## src/design/ppmb_pkg.sv

```systemverilog
// Package for the ping-pong message mailbox: field widths, status and opcode codes,
// controller state encoding, and the command and status bundles between the controller
// and the datapath. No dependencies.
`default_nettype none

package ppmb_pkg;

   // Fixed field widths of the transaction payloads.
   localparam int OBJ_IDX_W = 4;
   localparam int LEN_W     = 8;
   localparam int BYTE_W    = 8;
   localparam int STATUS_W  = 2;
   localparam int OUT_LEN_W = 7;

   // Every stored message is preceded by a four-byte length tag.
   localparam int TAG_BYTES = 4;

   typedef enum logic [STATUS_W-1:0] {
      ST_INS_OK   = 2'd0,
      ST_INS_REJ  = 2'd1,
      ST_MSG_BYTE = 2'd2,
      ST_NO_MSG   = 2'd3
   } status_type;

   typedef enum logic {
      OP_INSERT = 1'b0,
      OP_GET    = 1'b1
   } opcode_type;

   typedef enum logic [3:0] {
      S_IDLE,
      S_INS_READ,
      S_INS_CHECK,
      S_INS_BYTE,
      S_INS_DONE,
      S_GET_READ,
      S_GET_CHECK,
      S_GET_TAG,
      S_GET_LEN,
      S_GET_DATA,
      S_GET_EMPTY
   } state_type;

   // Commands from the controller to the datapath.
   typedef struct packed {
      logic       load_item;
      logic       clear_insert;
      logic       latch_insert;
      logic       tbl_rd;
      logic       tag_wr;
      logic       data_wr;
      logic       seen_inc;
      logic       tbl_wr_insert;
      logic       swap_load;
      logic       mem_rd_tag;
      logic       mem_rd_data;
      logic       len_load;
      logic       idx_inc;
      logic       tbl_wr_drain;
      logic       tbl_wr_rec;
      logic       push;
      status_type push_code;
   } ctrl_cmd_type;

   // Status from the datapath to the controller.
   typedef struct packed {
      logic req_get;
      logic seen_zero;
      logic ins_last;
      logic rejected;
      logic obj_ok;
      logic drain_empty;
      logic n_zero;
      logic msg_last;
      logic out_free;
   } ctrl_stat_type;

endpackage

`default_nettype wire

```

## src/design/ppmb_ctrl.sv

```systemverilog
// Controller state machine of the ping-pong message mailbox.
// Depends on ppmb_pkg for the state encoding and the command and status bundles.
`default_nettype none

module ppmb_ctrl (
   input  logic                   clock,
   input  logic                   reset,
   input  logic                   req_valid,
   output logic                   req_ready,
   input  ppmb_pkg::ctrl_stat_type stat,
   output ppmb_pkg::ctrl_cmd_type  cmd
);

   import ppmb_pkg::*;

   state_type state_ff;
   state_type state_in;

   // State register.
   always_ff @(posedge clock) begin
      if (reset) begin
         state_ff <= S_IDLE;
      end else begin
         state_ff <= state_in;
      end
   end

   // Next state and commands.
   always_comb begin
      state_in  = state_ff;
      cmd       = '0;
      cmd.push_code = ST_INS_OK;
      req_ready = 1'b0;
      unique case (state_ff)
         S_IDLE: begin
            req_ready = 1'b1;
            if (req_valid) begin
               cmd.load_item = 1'b1;
               if (stat.req_get) begin
                  state_in = S_GET_READ;
               end else if (stat.seen_zero) begin
                  state_in = S_INS_READ;
               end else begin
                  state_in = S_INS_BYTE;
               end
            end
         end
         S_INS_READ: begin
            cmd.tbl_rd = 1'b1;
            state_in   = S_INS_CHECK;
         end
         S_INS_CHECK: begin
            cmd.latch_insert = 1'b1;
            cmd.tag_wr       = 1'b1;
            state_in         = S_INS_BYTE;
         end
         S_INS_BYTE: begin
            cmd.data_wr  = 1'b1;
            cmd.seen_inc = 1'b1;
            if (stat.ins_last) begin
               state_in = S_INS_DONE;
            end else begin
               state_in = S_IDLE;
            end
         end
         S_INS_DONE: begin
            if (stat.out_free) begin
               cmd.push          = 1'b1;
               cmd.push_code     = stat.rejected ? ST_INS_REJ : ST_INS_OK;
               cmd.tbl_wr_insert = 1'b1;
               cmd.clear_insert  = 1'b1;
               state_in          = S_IDLE;
            end
         end
         S_GET_READ: begin
            // A get drops any partial insert.
            cmd.clear_insert = 1'b1;
            cmd.tbl_rd       = 1'b1;
            if (stat.obj_ok) begin
               state_in = S_GET_CHECK;
            end else begin
               state_in = S_GET_EMPTY;
            end
         end
         S_GET_CHECK: begin
            cmd.swap_load = 1'b1;
            if (stat.drain_empty) begin
               state_in = S_GET_EMPTY;
            end else begin
               state_in = S_GET_TAG;
            end
         end
         S_GET_TAG: begin
            cmd.mem_rd_tag = 1'b1;
            state_in       = S_GET_LEN;
         end
         S_GET_LEN: begin
            cmd.len_load = 1'b1;
            if (stat.n_zero) begin
               state_in = S_GET_EMPTY;
            end else begin
               cmd.mem_rd_data = 1'b1;
               state_in        = S_GET_DATA;
            end
         end
         S_GET_DATA: begin
            if (stat.out_free) begin
               cmd.push      = 1'b1;
               cmd.push_code = ST_MSG_BYTE;
               if (stat.msg_last) begin
                  cmd.tbl_wr_drain = 1'b1;
                  state_in         = S_IDLE;
               end else begin
                  cmd.idx_inc     = 1'b1;
                  cmd.mem_rd_data = 1'b1;
               end
            end
         end
         S_GET_EMPTY: begin
            if (stat.out_free) begin
               cmd.push       = 1'b1;
               cmd.push_code  = ST_NO_MSG;
               cmd.tbl_wr_rec = 1'b1;
               state_in       = S_IDLE;
            end
         end
         default: begin
            state_in = S_IDLE;
         end
      endcase
   end

endmodule

`default_nettype wire

```

## config.mk

```make
export PLATFORM = sky130hd
export DESIGN_NAME = ppmb_ctrl
export DESIGN_NICKNAME = d
export VERILOG_FILES = /design/src/design/ppmb_pkg.sv /design/src/design/ppmb_ctrl.sv
export SDC_FILE = /design/constraint.sdc
export NUM_CORES = 1
export LEC_CHECK = 0
export ABC_CLOCK_PERIOD_IN_PS = 3600
export BUFFER_PORTS_ARGS = -buffer_cell sky130_fd_sc_hd__buf_2
export CAP_MARGIN = 20
export CELL_PAD_IN_SITES_DETAIL_PLACEMENT = 2
export CELL_PAD_IN_SITES_GLOBAL_PLACEMENT = 2
export CORE_MARGIN = 1.5
export CORE_UTILIZATION = 23
export DETAILED_ROUTE_END_ITERATION = 10
export HOLD_SLACK_MARGIN = 0.06
export PLACE_DENSITY = 0.78
export SYNTH_ARGS = -nofsm -noshare
export SYNTH_HDL_FRONTEND = slang
export SYNTH_SLANG_ARGS = --single-unit
export TNS_END_PERCENT = 100
```

## constraint.sdc

```tcl
create_clock -name clock -period 3.6 [get_ports clock]
set_clock_uncertainty 0.05 [all_clocks]
set_input_delay 0.72 -clock clock [delete_from_list [all_inputs] [get_ports clock]]
set_output_delay 0.72 -clock clock [all_outputs]
set_load 0.01 [all_outputs]
```

==> results.sh, run 1 <==
export IMPL_reg_top3="state_ff (4)"
export IMPL_grt_first_pass_wirelength_mm=3.27
export IMPL_maxClockFrequency_mhz=398
export IMPL_design_area_um2=718
export IMPL_synthDistinctLibCells=34
export IMPL_synth_nets=93
export IMPL_power_density_mw_per_mm2=754
export IMPL_yosysWarnings=0
export IMPL_crit_type="reg -> out"
export IMPL_yosysTopAreaCellShare=0.142
export IMPL_top_register="state_ff"
export IMPL_peakVddDrop_mv=0.352
export IMPL_cts_max_level=1
export IMPL_fin_util=0.319
export IMPL_place_gp_congestion=0.762
export IMPL_drc=0
export IMPL_synth_avg_cell_area_um2=6.97
export IMPL_grt_max_degree=20
export IMPL_hold_viol=0
export IMPL_setup_viol=0
export IMPL_async_flop_share=0
export IMPL_drt_iter0_drc=8
export IMPL_clk_pin_slew_ps=40
export IMPL_cap_violations=0
export IMPL_fin_setup_tns_ps=0
export IMPL_cts_sinks=4
export IMPL_die_h_um=52.5
export IMPL_grt_usage=0.158
export IMPL_wl_mm=2.06
export IMPL_dieArea_mm2=0.00276
export IMPL_rsz0062_at_grt="false"
export IMPL_synthTopCellsByCount="nor2_1 (11), nand2_1 (6), nor2b_1 (6), a21oi_1 (5)"
export IMPL_dpl_cell_count=130
export IMPL_ys_flop_type="dfxtp_1"
export IMPL_fillers=295
export IMPL_ys_seq_elements=4
export IMPL_crit_fanout=19
export IMPL_synthCells=81
export IMPL_synth_edff_count=0
export IMPL_antenna_left=0
export IMPL_clockBufferDepth=2
export IMPL_hold_class="in -> reg"
export IMPL_drt_first_pass_iters=2
export IMPL_power_leakage_nw=0.367
export IMPL_maxSlewHeadroom=0.532
export IMPL_tritoncts="built"
export IMPL_yosysTopAreaCell="dfxtp_1"
export IMPL_largest_reg_flops=4
export IMPL_critPathLaunchType="flop"
export IMPL_grt_pass1_vias=661
export IMPL_vias_per_cell=5.12
export IMPL_overflow=0
export IMPL_numPortBuffers=30
export IMPL_synthTopCellsByArea="dfxtp_1 (14%), nor2_1 (7.3%), nor2b_1 (6.7%)"
export IMPL_worstPathRequired_ps=2830
export IMPL_num_io_pins=31
export IMPL_layout_min_cycle_time_ps=2510
export IMPL_period_share=0.698
export IMPL_synth_most_common_cell="nor2_1"
export IMPL_run_status="complete, no violations"
export IMPL_clk_root_buffer_cell="clkbuf_4"
export IMPL_cts_resized=0
export IMPL_multi_input_area_um2=419
export IMPL_fp_dieW_um=52.5
export IMPL_seq_area_um2=80.1
export IMPL_crit_path_end_kind="primary output"
export IMPL_seq_area_frac_synth=0.142
export IMPL_avgRoutedWirePerCell_um=15.5
export IMPL_antennaDiodeCount=0
export IMPL_clock_latency_ps=230
export IMPL_drive_gt1_frac=0.352
export IMPL_numCtsBuffers=3
export IMPL_cts_hold_buf=0
export IMPL_initial_core_util=0.250
export IMPL_place_area_um2=696
export IMPL_finalMaxSlewViolations=0
export IMPL_dp_hpwl_mm=1.59
export IMPL_num_vias=681
export IMPL_rows=17
export IMPL_core_area_mm2=0.00225
export IMPL_layout_cells_non_filler=133
export IMPL_area_growth_pct=27.3
export IMPL_synth_area_um2=564
export IMPL_max_slew_worst_pin_slew_ps=701
export IMPL_worstPathArrival_ps=1740
export IMPL_antenna_found_initial=0
export IMPL_post_cts_repair_setup_buffers=0
export IMPL_fin_nets=119
area by class of cell:
type / count / area share
flip-flops and latches: 4 / 0.111
well taps: 28 / 0.0488
multi-input cells: 65 / 0.584
clock buffers: 3 / 0.0314
repair buffers: 30 / 0.209
inverters: 3 / 0.0157
power by group:
part	internal [mW]	switching [mW]	leakage [nW]
clock network	0.0372	0.0164	0.0138
logic	0.161	0.180	0.320
registers	0.0625	0.0853	0.0329
total	0.260	0.281	0.367
per-stage QoR:
stage               hold WS, ps  setup slack [ps]  total power, mW
finish                      648              1090            0.542
global route                662               950            0.599
CTS                         640              1070            0.553
detailed placement          791              1330            0.492
global placement            774              1400            0.479
floorplan                   667              1430            0.398
layout by cell type (no fill, tap or decap), drive strengths merged, types with 2 or more instances in the layout:
cell type,instances
buf,30
nor2,12
nand2,6
nor2b,6
a21oi,5
nand2b,4
dfxtp,4
inv,3
and3,3
a22oi,3
clkbuf,3
nor4b,2
nor3,2
nand3,2
o22ai,2
nor3b,2
o211a,2
path summary, 6_finish.rpt:
| check | end | slack, ps | start | depth (start not counted) |
|---|---|---|---|---|
| setup / recovery | cmd[3] | 1090 | state_ff[1] | 3 |
| hold reg to reg | state_ff[0] | 800 | state_ff[3] | 3 |
| hold / removal | state_ff[3] | 650 | reset | 2 |
| setup reg to reg | state_ff[1] | 1750 | state_ff[1] | 4 |
critical path, stage by stage (launching register included):
cell	delay, ps
dfxtp_1	760
nand2b_1	190
nor4b_1	360
buf_2	200
logic make-up after synthesis:
kind of cell	Yosys count	synth area share
and+or+nand+nor	43	0.415
AOI/OAI and AO/OA	21	0.313
buffers and inverters	12	0.115
DFF	4	0.142
xor gates and xnor gates	1	0.0155
per-layer routing:
metal  share of wire  global-route usage  up-vias  wire length (um)
li1                -                   -      342                 -
met2            0.46               0.265       18               947
met1            0.51               0.220      321              1040
met4               0              0.0385        0                 0
met3           0.033             0.00857        0                68
met5               0                   0        -                 0
No activity file was read; power rests on OpenSTA's default activity.
==> run 2: changes to the inputs <==
ABC_CLOCK_PERIOD_IN_PS = 2610   (was 3600)
CORE_UTILIZATION = 21   (was 23)
PLACE_DENSITY = 0.72   (was 0.78)
clock period = 2.61 ns   (was 3.6 ns; I/O delays follow)
==> run 2 against run 1 <==
Against the previous run: hold slack got worse by 180 ps; critical endpoint is now cmd[0]; design area up 0.35%; critical path type unchanged; final cell count rose by 1.5%; via count grew 1.6%; sequential share of layout area is essentially flat.
==> results.sh, run 2 (synthesis gave the netlist of run 1 again) <==
export IMPL_run_status="complete, no violations"
export IMPL_dp_slack_ps=509
export IMPL_power_density_mw_per_mm2=1050
export IMPL_combPwrFrac=0.636
export IMPL_critPathLaunchType="flop"
export IMPL_initial_core_util=0.226
export IMPL_cts_resized=0
export IMPL_cts_max_level=1
export IMPL_overflow=0
export IMPL_clock_latency_ps=240
export IMPL_place_gp_congestion=0.799
export IMPL_clk_pin_slew_ps=30
export IMPL_reg_top3="state_ff (4)"
export IMPL_clockBufferDepth=2
export IMPL_top_register="state_ff"
export IMPL_largest_reg_flops=4
export IMPL_clk_root_buffer_cell="clkbuf_4"
export IMPL_rows=18
export IMPL_internal_power_mw=0.359
export IMPL_numCtsBuffers=3
export IMPL_rsz0062_at_grt="false"
export IMPL_dieArea_mm2=0.00301
export IMPL_fp_dieW_um=54.8
export IMPL_layout_common_cells="buf_2 (30), nor2_1 (11), nand2_1 (6), nor2b_1 (6), a21oi_1 (5)"
export IMPL_fin_setup_tns_ps=0
export IMPL_antenna_found_initial=0
export IMPL_drt_iter0_drc=16
export IMPL_maxSlewHeadroom=0.565
export IMPL_whs_ps=466
export IMPL_power_leakage_nw=0.367
export IMPL_numPortBuffers=30
export IMPL_drt_first_pass_iters=2
export IMPL_switching_share=0.525
export IMPL_grt_usage=0.158
export IMPL_finalMaxSlewViolations=0
export IMPL_grt_max_degree=20
export IMPL_drc=0
export IMPL_core_area_mm2=0.00250
export IMPL_hold_class="in -> reg"
export IMPL_die_h_um=54.8
export IMPL_setup_viol=0
export IMPL_grt_first_pass_wirelength_mm=3.39
export IMPL_crit_type="reg -> out"
export IMPL_area_growth_pct=27.7
export IMPL_post_cts_repair_setup_buffers=0
export IMPL_peakVddDrop_mv=0.541
export IMPL_dp_hpwl_mm=1.64
export IMPL_maxClockFrequency_mhz=427
export IMPL_p_seq_frac=0.260
export IMPL_power_switching_mw=0.397
export IMPL_crit_path_end_kind="primary output"
export IMPL_worst_slack_ps=266
export IMPL_antennaDiodeCount=0
export IMPL_avgRoutedWirePerCell_um=15.4
export IMPL_num_vias=692
export IMPL_cap_violations=0
export IMPL_period_share=0.898
export IMPL_vias_per_cell=5.13
export IMPL_worstPathArrival_ps=1770
export IMPL_clockPowerShare=0.104
export IMPL_cts_sinks=4
export IMPL_fin_nets=119
export IMPL_final_common_cell="buf_2"
export IMPL_grt_pass1_vias=719
export IMPL_crit_fanout=16
export IMPL_num_io_pins=31
export IMPL_layout_min_cycle_time_ps=2340
export IMPL_antenna_left=0
export IMPL_layout_cells_non_filler=135
export IMPL_worstPathRequired_ps=2040
export IMPL_hold_viol=0
export IMPL_tritoncts="built"
export IMPL_wl_mm=2.07
export IMPL_dpl_cell_count=132
export IMPL_max_slew_worst_pin_slew_ps=652
export IMPL_cts_hold_buf=0
export IMPL_drive_gt1_frac=0.352
-- run 2: cell counts in the layout (fill, tap and decap cells not counted) --
No cell type changed its count.
-- run 2: power groups by stage --
stage               clock network (mW)  registers [mW]  logic (mW)
detailed placement                   0           0.199       0.488
finish                          0.0784           0.197       0.481
global placement                     0           0.197       0.470
floorplan                            0           0.100       0.449
global route                    0.0849           0.211       0.542
CTS                             0.0808           0.198       0.491
-- run 2: per-stage QoR --
step                cell area [um2]  total power [mW]   util
CTS                             721             0.770  0.288
global placement                698             0.667  0.279
global route                    721             0.838  0.288
finish                          721             0.756  0.288
detailed placement              698             0.686  0.279
floorplan                       564             0.549      -
-- run 2: path summary, 6_finish.rpt --
path | from | to | slack, ps | depth (start not counted)
worst min register to register | state_ff[3] | state_ff[0] | 780 | 3
worst max-delay path | state_ff[2] | cmd[0] | 270 | 4
worst max register to register | state_ff[1] | state_ff[1] | 790 | 4
worst min-delay path | reset | state_ff[3] | 470 | 2
-- run 2: layout make-up --
cell class                      count  area [um2]
Fill cell                         313        1780
Multi-Input combinational cell     65         419
Timing Repair Buffer               30         150
Sequential cell                     4        80.1
Tap cell                           30        37.5
Clock buffer                        3        22.5
Inverter                            3        11.3
-- run 2: layer usage --
metal	GRT usage	share of wire	up-vias
li1	-	-	337
met5	0	0	-
met3	0.0355	0.054	2
met4	0.0375	0.0034	0
met1	0.208	0.47	334
met2	0.260	0.47	19
-- run 2: critical path, cell delays in order, from the launching register on --
cell     delay [ps]
dfxtp_1         670
nor2b_1         430
nand3_1         140
a21oi_1         160
buf_2           140
